[src/hdl/accumulator_cpu_step_macros.svh]
// Assertion macros used by the RTL.
`ifndef ACCUMULATOR_CPU_STEP_MACROS_SVH
`define ACCUMULATOR_CPU_STEP_MACROS_SVH

// Asserts that a property holds at every rising clock edge outside reset.
`define ACS_ASSERT(label, clk, rst_n, prop, msg) \
    label: assert property (@(posedge clk) disable iff (!rst_n) (prop)) else $error(msg);

// Asserts that a cause is always followed by an effect in the next cycle.
`define ACS_ASSERT_NEXT(label, clk, rst_n, cause, effect, msg) \
    label: assert property (@(posedge clk) disable iff (!rst_n) (cause) |=> (effect)) \
        else $error(msg);

`endif

[src/hdl/acs_pkg.sv]
`default_nettype none
package acs_pkg;
    localparam int unsigned OPC_W = 4;
    typedef logic [OPC_W-1:0] opcode_t;
    localparam opcode_t OPC_OUT   = 4'd0;
    localparam opcode_t OPC_ADD   = 4'd1;
    localparam opcode_t OPC_LOAD  = 4'd2;
    localparam opcode_t OPC_NOP   = 4'd3;
    localparam opcode_t OPC_SUB   = 4'd4;
    localparam opcode_t OPC_MUL   = 4'd5;
    localparam opcode_t OPC_DIV   = 4'd6;
    localparam opcode_t OPC_BRA   = 4'd7;
    localparam opcode_t OPC_BRZ   = 4'd8;
    localparam opcode_t OPC_BRP   = 4'd9;
    localparam opcode_t OPC_STORE = 4'd10;
    localparam opcode_t OPC_INPUT = 4'd11;
    localparam opcode_t OPC_HALT  = 4'd12;

    localparam int unsigned ADDR_W = 5;
    localparam int unsigned FIELD_W = 32;
    localparam int unsigned PC_W = 6;

    typedef enum logic [1:0] {
        AOP_ADD,
        AOP_SUB,
        AOP_MUL,
        AOP_DIV
    } alu_op_t;
endpackage
`default_nettype wire

[src/hdl/accumulator_cpu_step.sv]
`default_nettype none
// Accumulator machine with a shared program and data memory.
// Drive op, addr, write_data and input_value and pulse start while busy is
// low; the item is transferred at that edge and busy rises. op 0 writes one
// memory word, op 1 executes one instruction at the program counter.
// Exactly one result follows per item: done is high for one cycle with
// out_valid, out_value, halted, error, prog_counter and accumulator.
// A write item passes the write and finish states and an instruction the
// states fetch, opcode, operand, execute and finish, plus a wait on the
// bit-serial arithmetic unit when it uses it (ADD, SUB, MUL, DIV by a
// nonzero value). done rises as busy falls, and the next item can be
// transferred in that same cycle. A step while halted goes straight to finish.
// The memory read port is registered, one word per cycle.
// Reset clears the counter, accumulator and halt flag at once; then a
// clearing pass writes the no-op code into every word, during which busy
// stays high.
// The receiver cannot stall: done marks each result for one cycle, and the result ports hold it until the next item.
module accumulator_cpu_step #(
    parameter int unsigned MEM_DEPTH  = 32,
    parameter int unsigned WORD_WIDTH = 32
) (
    input  wire                            clk,
    input  wire                            rst_n,
    input  wire                            start,
    output logic                           busy,
    output logic                           done,
    input  wire                            op,
    input  wire  [acs_pkg::ADDR_W-1:0]     addr,
    input  wire  signed [acs_pkg::FIELD_W-1:0] write_data,
    input  wire  signed [acs_pkg::FIELD_W-1:0] input_value,
    output logic                           out_valid,
    output logic signed [acs_pkg::FIELD_W-1:0] out_value,
    output logic                           halted,
    output logic                           error,
    output logic [acs_pkg::PC_W-1:0]       prog_counter,
    output logic signed [acs_pkg::FIELD_W-1:0] accumulator
);
    import acs_pkg::*;

    `include "accumulator_cpu_step_macros.svh"

    localparam int unsigned MA_W = (MEM_DEPTH > 1) ? $clog2(MEM_DEPTH) : 1;
    localparam int unsigned PCI_W = $clog2(MEM_DEPTH + 1);
    localparam logic [PCI_W-1:0] PC_END = PCI_W'(MEM_DEPTH);
    localparam logic [WORD_WIDTH-1:0] NOP_WORD = WORD_WIDTH'(OPC_NOP);

    typedef enum logic [3:0] {
        S_CLEAR,
        S_IDLE,
        S_WRITE,
        S_FETCH,
        S_OPC,
        S_ARG,
        S_EXEC,
        S_ALU,
        S_DONE
    } state_t;

    logic [WORD_WIDTH-1:0] mem [MEM_DEPTH];
    logic [WORD_WIDTH-1:0] rd_reg;

    state_t                state_reg;
    logic [PCI_W-1:0]      pc_reg;
    logic [WORD_WIDTH-1:0] acc_reg;
    logic                  stopped_reg;
    logic [MA_W-1:0]       clr_reg;
    logic [WORD_WIDTH-1:0] opw_reg;
    logic                  out_valid_reg;
    logic [WORD_WIDTH-1:0] out_value_reg;
    logic                  error_reg;
    logic                  done_reg;
    logic [ADDR_W-1:0]     addr_reg;
    logic [FIELD_W-1:0]    wdata_reg;
    logic [FIELD_W-1:0]    in_reg;

    logic                  mem_we;
    logic [MA_W-1:0]       mem_wa;
    logic [WORD_WIDTH-1:0] mem_wd;
    logic [MA_W-1:0]       mem_ra;

    logic                  alu_start;
    alu_op_t               alu_op;
    logic                  alu_done;
    logic [WORD_WIDTH-1:0] alu_result;

    logic                  pc_in;
    logic [WORD_WIDTH-1:0] arg;
    logic                  op_known;
    opcode_t               opc;
    logic                  take_branch;
    logic [PCI_W-1:0]      jump_pc;
    logic [PCI_W-1:0]      pc_next;
    logic [PCI_W-1:0]      pc_plus;

    acs_alu #(
        .WORD_WIDTH(WORD_WIDTH)
    ) u_alu (
        .clk    (clk),
        .rst_n  (rst_n),
        .start  (alu_start),
        .alu_op (alu_op),
        .a      (acc_reg),
        .b      (arg),
        .done   (alu_done),
        .result (alu_result)
    );

    always_comb
    begin
        pc_in    = (pc_reg < PC_END);
        arg      = pc_in ? rd_reg : '0;
        op_known = (opw_reg <= WORD_WIDTH'(OPC_HALT));
        opc      = op_known ? opcode_t'(opw_reg) : OPC_NOP;
        pc_plus  = pc_in ? pc_reg + 1'b1 : pc_reg;
        if (arg[WORD_WIDTH-1] || (arg >= WORD_WIDTH'(MEM_DEPTH)))
            jump_pc = PC_END;
        else
            jump_pc = PCI_W'(arg);
        unique case (opc)
            OPC_BRA: take_branch = 1'b1;
            OPC_BRZ: take_branch = (acc_reg == '0);
            OPC_BRP: take_branch = !acc_reg[WORD_WIDTH-1];
            default: take_branch = 1'b0;
        endcase
        unique case (opc)
            OPC_ADD:  alu_op = AOP_ADD;
            OPC_SUB:  alu_op = AOP_SUB;
            OPC_MUL:  alu_op = AOP_MUL;
            default:  alu_op = AOP_DIV;
        endcase
        alu_start = (state_reg == S_EXEC) &&
                    (opc == OPC_ADD || opc == OPC_SUB || opc == OPC_MUL ||
                     (opc == OPC_DIV && arg != '0));
        if (take_branch)
            pc_next = jump_pc;
        else if (opc == OPC_OUT || opc == OPC_INPUT || opc == OPC_NOP ||
                 opc == OPC_BRA)
            pc_next = pc_reg;
        else if (opc == OPC_HALT)
            pc_next = PC_END;
        else
            pc_next = pc_plus;

        mem_we = 1'b0;
        mem_wa = clr_reg;
        mem_wd = NOP_WORD;
        unique case (state_reg)
            S_CLEAR:
            begin
                mem_we = 1'b1;
            end
            S_WRITE:
            begin
                mem_we = (32'(addr_reg) < MEM_DEPTH);
                mem_wa = MA_W'(addr_reg);
                mem_wd = WORD_WIDTH'(signed'(wdata_reg));
            end
            S_EXEC:
            begin
                mem_we = (opc == OPC_STORE) && pc_in;
                mem_wa = MA_W'(pc_reg);
                mem_wd = acc_reg;
            end
            default:
            begin
                mem_we = 1'b0;
            end
        endcase
        mem_ra = MA_W'(pc_reg);
    end

    always_ff @(posedge clk)
    begin
        if (mem_we)
            mem[mem_wa] <= mem_wd;
        rd_reg <= mem[mem_ra];
    end

    always_ff @(posedge clk or negedge rst_n)
    begin
        if (!rst_n)
        begin
            state_reg     <= S_CLEAR;
            pc_reg        <= '0;
            acc_reg       <= '0;
            stopped_reg   <= 1'b0;
            clr_reg       <= '0;
            done_reg      <= 1'b0;
            out_valid_reg <= 1'b0;
            out_value_reg <= '0;
            error_reg     <= 1'b0;
        end
        else
        begin
            done_reg <= 1'b0;
            unique case (state_reg)
                S_CLEAR:
                begin
                    clr_reg <= clr_reg + 1'b1;
                    if (32'(clr_reg) == MEM_DEPTH - 1)
                        state_reg <= S_IDLE;
                end
                S_IDLE:
                begin
                    if (start)
                    begin
                        addr_reg      <= addr;
                        wdata_reg     <= write_data;
                        in_reg        <= input_value;
                        out_valid_reg <= 1'b0;
                        out_value_reg <= '0;
                        error_reg     <= 1'b0;
                        if (!op)
                            state_reg <= S_WRITE;
                        else if (stopped_reg)
                            state_reg <= S_DONE;
                        else if (!pc_in)
                        begin
                            stopped_reg <= 1'b1;
                            state_reg   <= S_DONE;
                        end
                        else
                            state_reg <= S_FETCH;
                    end
                end
                S_WRITE:
                begin
                    state_reg <= S_DONE;
                end
                S_FETCH:
                begin
                    pc_reg    <= pc_reg + 1'b1;
                    state_reg <= S_OPC;
                end
                S_OPC:
                begin
                    opw_reg   <= rd_reg;
                    state_reg <= S_ARG;
                end
                S_ARG:
                begin
                    state_reg <= S_EXEC;
                end
                S_EXEC:
                begin
                    pc_reg <= pc_next;
                    if (pc_next >= PC_END)
                        stopped_reg <= 1'b1;
                    unique case (opc)
                        OPC_OUT:
                        begin
                            out_valid_reg <= 1'b1;
                            out_value_reg <= acc_reg;
                        end
                        OPC_LOAD:  acc_reg <= arg;
                        OPC_INPUT: acc_reg <= WORD_WIDTH'(signed'(in_reg));
                        OPC_DIV:   error_reg <= (arg == '0);
                        default:   acc_reg <= acc_reg;
                    endcase
                    state_reg <= alu_start ? S_ALU : S_DONE;
                end
                S_ALU:
                begin
                    if (alu_done)
                    begin
                        acc_reg   <= alu_result;
                        state_reg <= S_DONE;
                    end
                end
                S_DONE:
                begin
                    done_reg  <= 1'b1;
                    state_reg <= S_IDLE;
                end
                default:
                begin
                    state_reg <= S_IDLE;
                end
            endcase
        end
    end

    assign busy         = (state_reg != S_IDLE);
    assign done         = done_reg;
    assign out_valid    = out_valid_reg;
    assign out_value    = FIELD_W'(signed'(out_value_reg));
    assign halted       = stopped_reg;
    assign error        = error_reg;
    assign prog_counter = PC_W'(pc_reg);
    assign accumulator  = FIELD_W'(signed'(acc_reg));

    `ACS_ASSERT(a_pc_range, clk, rst_n, pc_reg <= PC_END, "program counter beyond end")
    `ACS_ASSERT(a_halt_pc, clk, rst_n, !done_reg || !stopped_reg || pc_reg == PC_END,
                "halted with counter inside memory")
    `ACS_ASSERT(a_done_idle, clk, rst_n, !done_reg || !busy, "result outside idle")
    `ACS_ASSERT_NEXT(a_one_done, clk, rst_n, done_reg, !done_reg,
                     "result strobe longer than one cycle")
endmodule
`default_nettype wire

[src/hdl/acs_alu.sv]
`default_nettype none
// Bit-serial arithmetic unit: add and subtract ripple one bit per cycle,
// multiply is shift-and-add over the operand bits, divide is restoring
// division on magnitudes, one quotient bit per cycle.
module acs_alu #(
    parameter int unsigned WORD_WIDTH = 32
) (
    input  wire                      clk,
    input  wire                      rst_n,
    input  wire                      start,
    input  acs_pkg::alu_op_t         alu_op,
    input  wire  [WORD_WIDTH-1:0]    a,
    input  wire  [WORD_WIDTH-1:0]    b,
    output logic                     done,
    output logic [WORD_WIDTH-1:0]    result
);
    import acs_pkg::*;

    localparam int unsigned CNT_W = $clog2(WORD_WIDTH + 1);
    localparam logic [CNT_W-1:0] CNT_LAST = CNT_W'(WORD_WIDTH - 1);

    logic                  busy_reg;
    logic [CNT_W-1:0]      cnt_reg;
    alu_op_t               op_reg;
    logic [WORD_WIDTH-1:0] x_reg;
    logic [WORD_WIDTH-1:0] y_reg;
    logic [WORD_WIDTH-1:0] r_reg;
    logic [WORD_WIDTH:0]   rem_reg;
    logic                  carry_reg;
    logic                  neg_reg;
    logic                  done_reg;

    logic                  sum_bit;
    logic                  carry_next;
    logic                  y_bit;
    logic [WORD_WIDTH:0]   rem_shift;
    logic [WORD_WIDTH:0]   rem_diff;
    logic [WORD_WIDTH-1:0] a_mag;
    logic [WORD_WIDTH-1:0] b_mag;
    logic [WORD_WIDTH-1:0] mul_sum;

    always_comb
    begin
        y_bit      = (op_reg == AOP_SUB) ? ~y_reg[0] : y_reg[0];
        sum_bit    = x_reg[0] ^ y_bit ^ carry_reg;
        carry_next = (x_reg[0] & y_bit) | (carry_reg & (x_reg[0] ^ y_bit));
        rem_shift  = {rem_reg[WORD_WIDTH-1:0], x_reg[WORD_WIDTH-1]};
        rem_diff   = rem_shift - {1'b0, y_reg};
        mul_sum    = r_reg + (y_reg[0] ? x_reg : '0);
        a_mag      = a[WORD_WIDTH-1] ? (~a + 1'b1) : a;
        b_mag      = b[WORD_WIDTH-1] ? (~b + 1'b1) : b;
    end

    always_ff @(posedge clk or negedge rst_n)
    begin
        if (!rst_n)
        begin
            busy_reg <= 1'b0;
            done_reg <= 1'b0;
            cnt_reg  <= '0;
        end
        else
        begin
            done_reg <= 1'b0;
            if (start)
            begin
                busy_reg  <= 1'b1;
                cnt_reg   <= '0;
                op_reg    <= alu_op;
                carry_reg <= (alu_op == AOP_SUB);
                r_reg     <= '0;
                rem_reg   <= '0;
                neg_reg   <= a[WORD_WIDTH-1] ^ b[WORD_WIDTH-1];
                if (alu_op == AOP_DIV)
                begin
                    x_reg <= a_mag;
                    y_reg <= b_mag;
                end
                else
                begin
                    x_reg <= a;
                    y_reg <= b;
                end
            end
            else if (busy_reg)
            begin
                unique case (op_reg)
                    AOP_ADD, AOP_SUB:
                    begin
                        r_reg     <= {sum_bit, r_reg[WORD_WIDTH-1:1]};
                        carry_reg <= carry_next;
                        x_reg     <= x_reg >> 1;
                        y_reg     <= y_reg >> 1;
                    end
                    AOP_MUL:
                    begin
                        r_reg <= mul_sum;
                        x_reg <= x_reg << 1;
                        y_reg <= y_reg >> 1;
                    end
                    AOP_DIV:
                    begin
                        x_reg <= x_reg << 1;
                        if (!rem_diff[WORD_WIDTH])
                        begin
                            rem_reg <= rem_diff;
                            r_reg   <= {r_reg[WORD_WIDTH-2:0], 1'b1};
                        end
                        else
                        begin
                            rem_reg <= rem_shift;
                            r_reg   <= {r_reg[WORD_WIDTH-2:0], 1'b0};
                        end
                    end
                    default:
                    begin
                        r_reg <= r_reg;
                    end
                endcase
                if (cnt_reg == CNT_LAST)
                begin
                    busy_reg <= 1'b0;
                    done_reg <= 1'b1;
                end
                cnt_reg <= cnt_reg + 1'b1;
            end
        end
    end

    assign done   = done_reg;
    assign result = (op_reg == AOP_DIV && neg_reg) ? (~r_reg + 1'b1) : r_reg;
endmodule
`default_nettype wire

[config.mk]
export PLATFORM = sky130hd
export DESIGN_NAME = accumulator_cpu_step
export DESIGN_NICKNAME = d
export VERILOG_FILES = /design/src/hdl/acs_pkg.sv /design/src/hdl/accumulator_cpu_step.sv /design/src/hdl/acs_alu.sv
export VERILOG_INCLUDE_DIRS = /design/src /design/src/hdl
export SDC_FILE = /design/constraint.sdc
export NUM_CORES = 2
export LEC_CHECK = 0
export BUFFER_PORTS_ARGS = -buffer_cell sky130_fd_sc_hd__buf_4
export CORE_ASPECT_RATIO = 1.4
export CORE_MARGIN = 2
export CORE_UTILIZATION = 55
export DETAILED_ROUTE_END_ITERATION = 16
export GPL_ROUTABILITY_DRIVEN = 0
export HOLD_SLACK_MARGIN = 0.03
export PLACE_DENSITY = 0.84
export SYNTH_ARGS = -nofsm -noshare
export SYNTH_HDL_FRONTEND = slang
export SYNTH_HIERARCHICAL = 1
export SYNTH_SLANG_ARGS = --single-unit
export TNS_END_PERCENT = 30
[constraint.sdc]
create_clock -name clk -period 3.9 [get_ports clk]
set_input_delay 0.78 -clock clk [delete_from_list [all_inputs] [get_ports clk]]
set_output_delay 0.78 -clock clk [all_outputs]
set_load 0.005 [all_outputs]
-- Word-level counts from Yosys, hierarchy flattened
Memories as Yosys holds them, arrays and structs flattened. A register that Yosys moved wholly into a read port is not among the register bits.
Cells that the tools add are included.
- register bits after elaboration: 325
- memory bits (writable): 1024
- bits of input ports: 73
- output and inout port bits: 75
- logic and storage cells: 192
- memories: 1
- add/sub/neg operators: 8
- magnitude comparators: 4
- equal/unequal tests: 36
- multiplexer cells: 71
- bitwise operators: 10
- reduce and logical (&&, ||, !) cells: 39
- memories (name ; words ; bits a word ; read ports ; clocked after memory_dff ; wr ports ; RTL line ; text):
    mem ; 32 ; 32 ; 1 ; 1 ; 1 ; accumulator_cpu_step.sv:59 ; logic [WORD_WIDTH-1:0] mem [MEM_DEPTH];
- operators with widths (cell ; number):
    $mux W32 ; 16
    $pmux W32 S2 ; 5
    $mux W33 ; 3
    $add A32 B1 Y32 const B ; 3
    $not A32 Y32 ; 3
    $pmux W32 S3 ; 1
    $logic_not A32 Y1 ; 2
    $mux W6 ; 7
    $sub A33 B32 Y33 ; 1
    $add A32 B32 Y32 ; 1
    $eq A4 B3 Y1 const B ; 8
    $ge A32 B6 Y1 const B ; 1
    $le A32 B4 Y1 const B ; 1
    $mux W4 ; 8
    $pmux W4 S8 ; 1
    $reduce_bool A32 Y1 ; 1
    $eq A4 B4 Y1 const B ; 6
    $mux W1 ; 22
    $reduce_and A3 Y1 ; 7
    $eq A4 B2 Y1 const B ; 4
    $add A6 B1 Y6 const B ; 2
    $pmux W6 S2 ; 1
    $reduce_bool A2 Y1 ; 6
    $pmux W5 S2 ; 1
    other kinds (28) ; 57

-- Longest topological paths before layout
- word-level depth: 11
- mapped depth: 15
- depth with buffers taken out: 14

-- Modules after synthesis
Netlist, hierarchy kept.
- by module, submodules not included (module ; instances ; cells each ; area an instance (µm²) ; seq. area each (µm²)):
    accumulator_cpu_step ; 1 ; 2656 ; 48048.6 ; 36500.0
    acs_alu ; 1 ; 1499 ; 12874.8 ; 4164.0

-- Least setup slack after synthesis
No wires, ideal clock.
- path type: flip-flop to flip-flop
- start point: register opw_reg[24]
- end point: register u_alu.y_reg[0] (enable)
- library setup time: 0.432 ns
- data arrival time: 3.870 ns
- required time: 3.468 ns
- path slack: -0.402 ns
- stages on the path, launching flop included: 10
- path buffers: 2
- clock period less this slack: 4.302 ns
- cell sequence: edfxtp_1 nor4_1 nand4_1 nor3_2 nand2_1 nor4b_1 clkbuf_1 clkbuf_1 o21ai_0 a21oi_1
- cells in the longest elaborated chain, start to end: 9
- elaborated cells between the ends (all ways): 14
- classes of those cells: order compare: 1; eq/ne: 4; mux: 1; reduce/logical: 8
- ends and longest elaborated chain (item ; RTL line ; text):
    start, declared ; accumulator_cpu_step.sv:67 ; logic [WORD_WIDTH-1:0] opw_reg;
    start signal, assigned ; accumulator_cpu_step.sv:237 ; opw_reg <= rd_reg;
    $le A32 B4 Y1 * ; accumulator_cpu_step.sv:112 ; op_known = (opw_reg <= WORD_WIDTH'(OPC_HALT));
    $mux W4 * ; accumulator_cpu_step.sv:113 ; opc = op_known ? opcode_t'(opw_reg) : OPC_NOP;
    $eq A4 B1 Y1 / $eq A4 B3 Y1 (equally long branches) ; accumulator_cpu_step.sv:132 ; (opc == OPC_ADD || opc == OPC_SUB || opc == OPC_MUL ||
    $logic_or A1 B1 Y1 (2 in series) ; accumulator_cpu_step.sv:132 ;
    $logic_or A1 B1 Y1 * ; accumulator_cpu_step.sv:132 ;
    $logic_and A1 B1 Y1 * ; accumulator_cpu_step.sv:131 ; alu_start = (state_reg == S_EXEC) &&
    named net alu_start ; accumulator_cpu_step.sv:81 ; logic alu_start;
    $reduce_bool A2 Y1 (no line) ; n/a ;
    $reduce_and A3 Y1 (no line) * ; n/a ;
    end signal, assigned ; acs_alu.sv:77 ; y_reg <= b_mag;
    end signal, assigned ; acs_alu.sv:93 ; y_reg <= y_reg >> 1;
    end signal, assigned ; acs_alu.sv:99 ; y_reg <= y_reg >> 1;
    end, declared ; acs_alu.sv:26 ; logic [WORD_WIDTH-1:0] y_reg;
The timed path passes the listed nets; every way through them passes the cells marked *.
A chain may end at the register's enable or synchronous reset.

-- Worst setup path after layout
- start point: register u_alu.y_reg[0]
- end point: register u_alu.r_reg[30] (data pin)
- cells in the longest elaborated chain, start to end: 4
- ends and longest elaborated chain (item ; RTL line ; text):
    $mux W32 ; acs_alu.sv:49 ; mul_sum = r_reg + (y_reg[0] ? x_reg : '0);
    $add A32 B32 Y32 ; acs_alu.sv:49 ;
    $pmux W32 S3 ; acs_alu.sv:87 ; unique case (op_reg)
    $mux W32 ; acs_alu.sv:85 ; else if (busy_reg)
    end signal, assigned ; acs_alu.sv:90 ; r_reg <= {sum_bit, r_reg[WORD_WIDTH-1:1]};
    end signal, assigned ; acs_alu.sv:97 ; r_reg <= mul_sum;
    end signal, assigned ; acs_alu.sv:107 ; r_reg <= {r_reg[WORD_WIDTH-2:0], 1'b1};
    end, declared ; acs_alu.sv:27 ; logic [WORD_WIDTH-1:0] r_reg;
No other way between the ends.

==> impl_metrics.csv <==
group,metric,value,unit
sta,setup_ws,0.161,ns
routing,drt_iter0_markers,5242,
synth,muxShareOfSynthArea,10.7,%
worst_setup_path,crit_chain,"buf_12 > and2_1 > ha_1 > inv_1 > fa_1 > nor2b_1 > o31a_1 > a21boi_1 > o31ai_2 > a31oi_1 > o21ai_1 > a31o_2 > a211oi_1 > or3_1",
synth,ys_ff_latch,1380,
die,coreArea,110000,um2
grt,grt_max_degree,122,
die,fp.dieArea,113000,um2
worst_setup_path,rr_startpoint,"u_alu/y_reg[0]",
routing,avgRoutedWirePerCell,29.6,um
worst_setup_path,worst_setup_path_end_kind,"register",
sta,hold_viol,0,
status,status,"finished clean",
synth,syn_area,60900,um2
final_layout,stdcell_count,5948,
clock_network,clkLatencyLatePin,0.77,ns
synth,async_reset_ff_share,6.59,%
clock_network,cts-root-buf,"clkbuf_16",
synth,synth_top_cell_area_share,62.0,%
placement,io_buffers,147,
final_layout,final_common_cell,"edfxtp_1",
clock_network,cts_tree,"done",
synth,yosysWarnings,6,
routing,drt_pass1_iterations,8,
final_layout,nets,4533,
final_layout,fillers,7393,
grt,grt_overflow,0,
synth,synthAdderAreaFrac,1.58,%
synth,syn-num-nets,4303,
final_layout,regArea,40700,um2
final_layout,design_area,68900,um2
grt,grtUsageTotal,30.8,%
die,start_util,55.4,%
power,powerDensity,607,nW/um2
power,pwr-share-clk,27.2,%
power,p_sw,0.0136,W
synth,ys_top_cells_by_area,"edfxtp_1 (62%), mux4_2 (5.9%), mux2i_1 (4.7%)",
final_layout,layout.cells.most_common_list,"edfxtp_1 (1257), nand2_1 (313), buf_4 (309)",
clock_network,cts.path.max_buffers,3,
placement,dp_cells,5724,
synth,synth.avg_cell_area,14.7,um2
routing,routedLengthMet1,55200,um
sta,relSlewSlack,17.3,%
sta,period_share,95.9,%
die,die_w,285,um
clock_network,cts_buffers,117,
synth,ys.flop_type,"edfxtp_1",
worst_setup_path,cp.required,4.41,ns
sta,max_clock_freq,267,MHz
clock_network,path_clk_slew,0.07,ns
final_layout,area_growth,13.2,%
worst_setup_path,start_kind,"register",
routing,drc,0,
clock_network,cts_max_level,3,
final_layout,multi_input_area,19300,um2
hold_path,hold_class,"in2reg",
worst_setup_path,startpoint,"u_alu/y_reg[0]",
worst_setup_path,cp.buffers_inverters,2,
hold_path,min_from,"write_data[20]",
power,ir_drop,0.000546,V
synth,post-synth-top-area-cell,"edfxtp_1",
routing,viasPerCell,6.73,
sta,tightest_slew,1.24,ns
synth,synth-edff-count,1257,
sta,setup_viol,0,
final_layout,largest_reg_flops,1024,
power,combPwrFrac,28.4,%
routing,wl_met2,85300,um
placement,placed_cell_area,65200,um2
sta,fin_skew,0.0368,ns
clock_network,post_cts_buffers,0,
grt,grt_pass1_wl,257000,um
synth,synthDistinctLibCells,96,
power,switching_share,32.5,%
routing,highest-signal-layer,"met5",
sta,report.final.slew_viol_count,0,
final_layout,layout-drive-gt1-share,17.4,%
sta,rsz0062_at_grt,"false",
synth,synth_xor_area_share,2.22,%
worst_setup_path,crit_fanout,33,
synth,synth_top_family_by_area,"multiplexers",
routing,ant_nets,0,
grt,grt_antenna_before_repair,7,
worst_setup_path,cp.arrival,4.25,ns
worst_setup_path,cp_top_family,"compound AO/OA/AOI/OAI gates",
power,internal_power,0.0283,W
routing,met3_length,19300,um
worst_setup_path,slowest_delay,0.42,ns
final_layout,regMostFlops,"mem",
grt,grt_pass1_vias,39759,
placement,dp_hpwl,112000,um
worst_setup_path,worstSetupPathType,"reg2reg",
power,seqPwrFrac,44.4,%
die,pin_count,148,
placement,post-place-ws,0.238,ns
run,drv_cap,0,
routing,vias,40003,
sta,fin_crit,3.74,ns
synth,synth-simple-area-share,6.97,%
die,die_y,398,um
routing,routed_wirelength,176000,um
final_layout,final_util,62.7,%
power,power,0.0419,W
synth,syn_inst,4155,
power,leakagePower,24.6,nW
clock_network,cts.sinks,1380,
synth,ys_seq_area_share,66.7,%
die,num_rows,144,
worst_setup_path,cpMaxStageDelayCell,"fa_1",
synth,synth_compound_area_share,9.76,%
==> worst paths after layout <==
| kind | end | slack, ns | cells after the start |
|---|---|---|---|
| setup / recovery | u_alu/r_reg[30] | 0.16 | 14 |
| min in group asynchronous | out_value[27] | 0.45 | 2 |
| max in group asynchronous | out_value[12] | 2.42 | 3 |
| setup reg to reg | u_alu/r_reg[30] | 0.16 | 14 |
| hold reg to reg | opw_reg[12] | 0.47 | 0 |
| hold / removal | wdata_reg[20] | 0.19 | 1 |
==> synthesized netlist by cell type, drive strengths merged (49+ instances only) <==
| library cell | number |
|---|---|
| clkbuf | 164 |
| ha | 72 |
| nand2 | 316 |
| mux4 | 160 |
| edfxtp | 1257 |
| dfrtp | 91 |
| mux2i | 286 |
| inv | 69 |
| xor2 | 73 |
| o31ai | 49 |
| buf | 76 |
| nor2 | 256 |
| o21ai | 186 |
| o221ai | 105 |
| xnor2 | 79 |
| a21o | 59 |
| o22ai | 78 |
| a211oi | 82 |
| a21oi | 206 |
==> per-layer routing <==
metal	vias up	GRT usage, %
met5	-	0
met3	865	7.34
met2	2933	51.0
met4	10	23.7
li1	16682	-
met1	19513	34.6
==> kinds of logic after synthesis <==
group	after synthesis
xor+xnor	152
simple gates	889
fa+ha+maj	75
mux	449
compound gates	899
flops	1380
buf+inv	311
==> power by group through the flow <==
stage / Sequential, W / Combinational [W] / Clock (W)
finish: 0.0186 / 0.0119 / 0.0114
detailed placement: 0.0188 / 0.0115 / 0
floorplan: 0.0184 / 0.00753 / 0
CTS: 0.0185 / 0.0117 / 0.0114
global placement: 0.0187 / 0.0112 / 0
global route: 0.0186 / 0.0124 / 0.0119
==> worst reg2reg max path: cells and delay by family (launching register included) <==
family,cells,cell delay [ns]
AND/OR/NAND/NOR,3,0.70
AO/OA/AOI/OAI,7,1.53
adder cells (fa/ha/maj),2,0.61
flip-flops,1,0.40
buffers and inverters,2,0.26
==> through the flow <==
step                TNS [ns]  hold WS, ns
floorplan              -1.96        0.409
CTS                        0        0.174
detailed placement         0        0.450
global placement           0        0.439
finish                     0        0.187
global route               0        0.182
==> what timing repair did <==
action | in CTS | in global routing
endpoints found under the setup margin | 0 | 0
endpoints found under the hold margin | 5 | 0
hold buffers | 1 | 0
gates resized for setup | 0 | 0
==> area by class of cell <==
class,count,area share (%)
flip-flops and latches,1380,59.0
multi-input cells,2464,28.1
clock buffers,154,4.58
repair buffers,351,4.55
well taps,1460,2.65
clock inverters,66,0.769
inverters,71,0.387
diodes,2,0.00726
No activity file was read; power rests on OpenSTA's default activity.
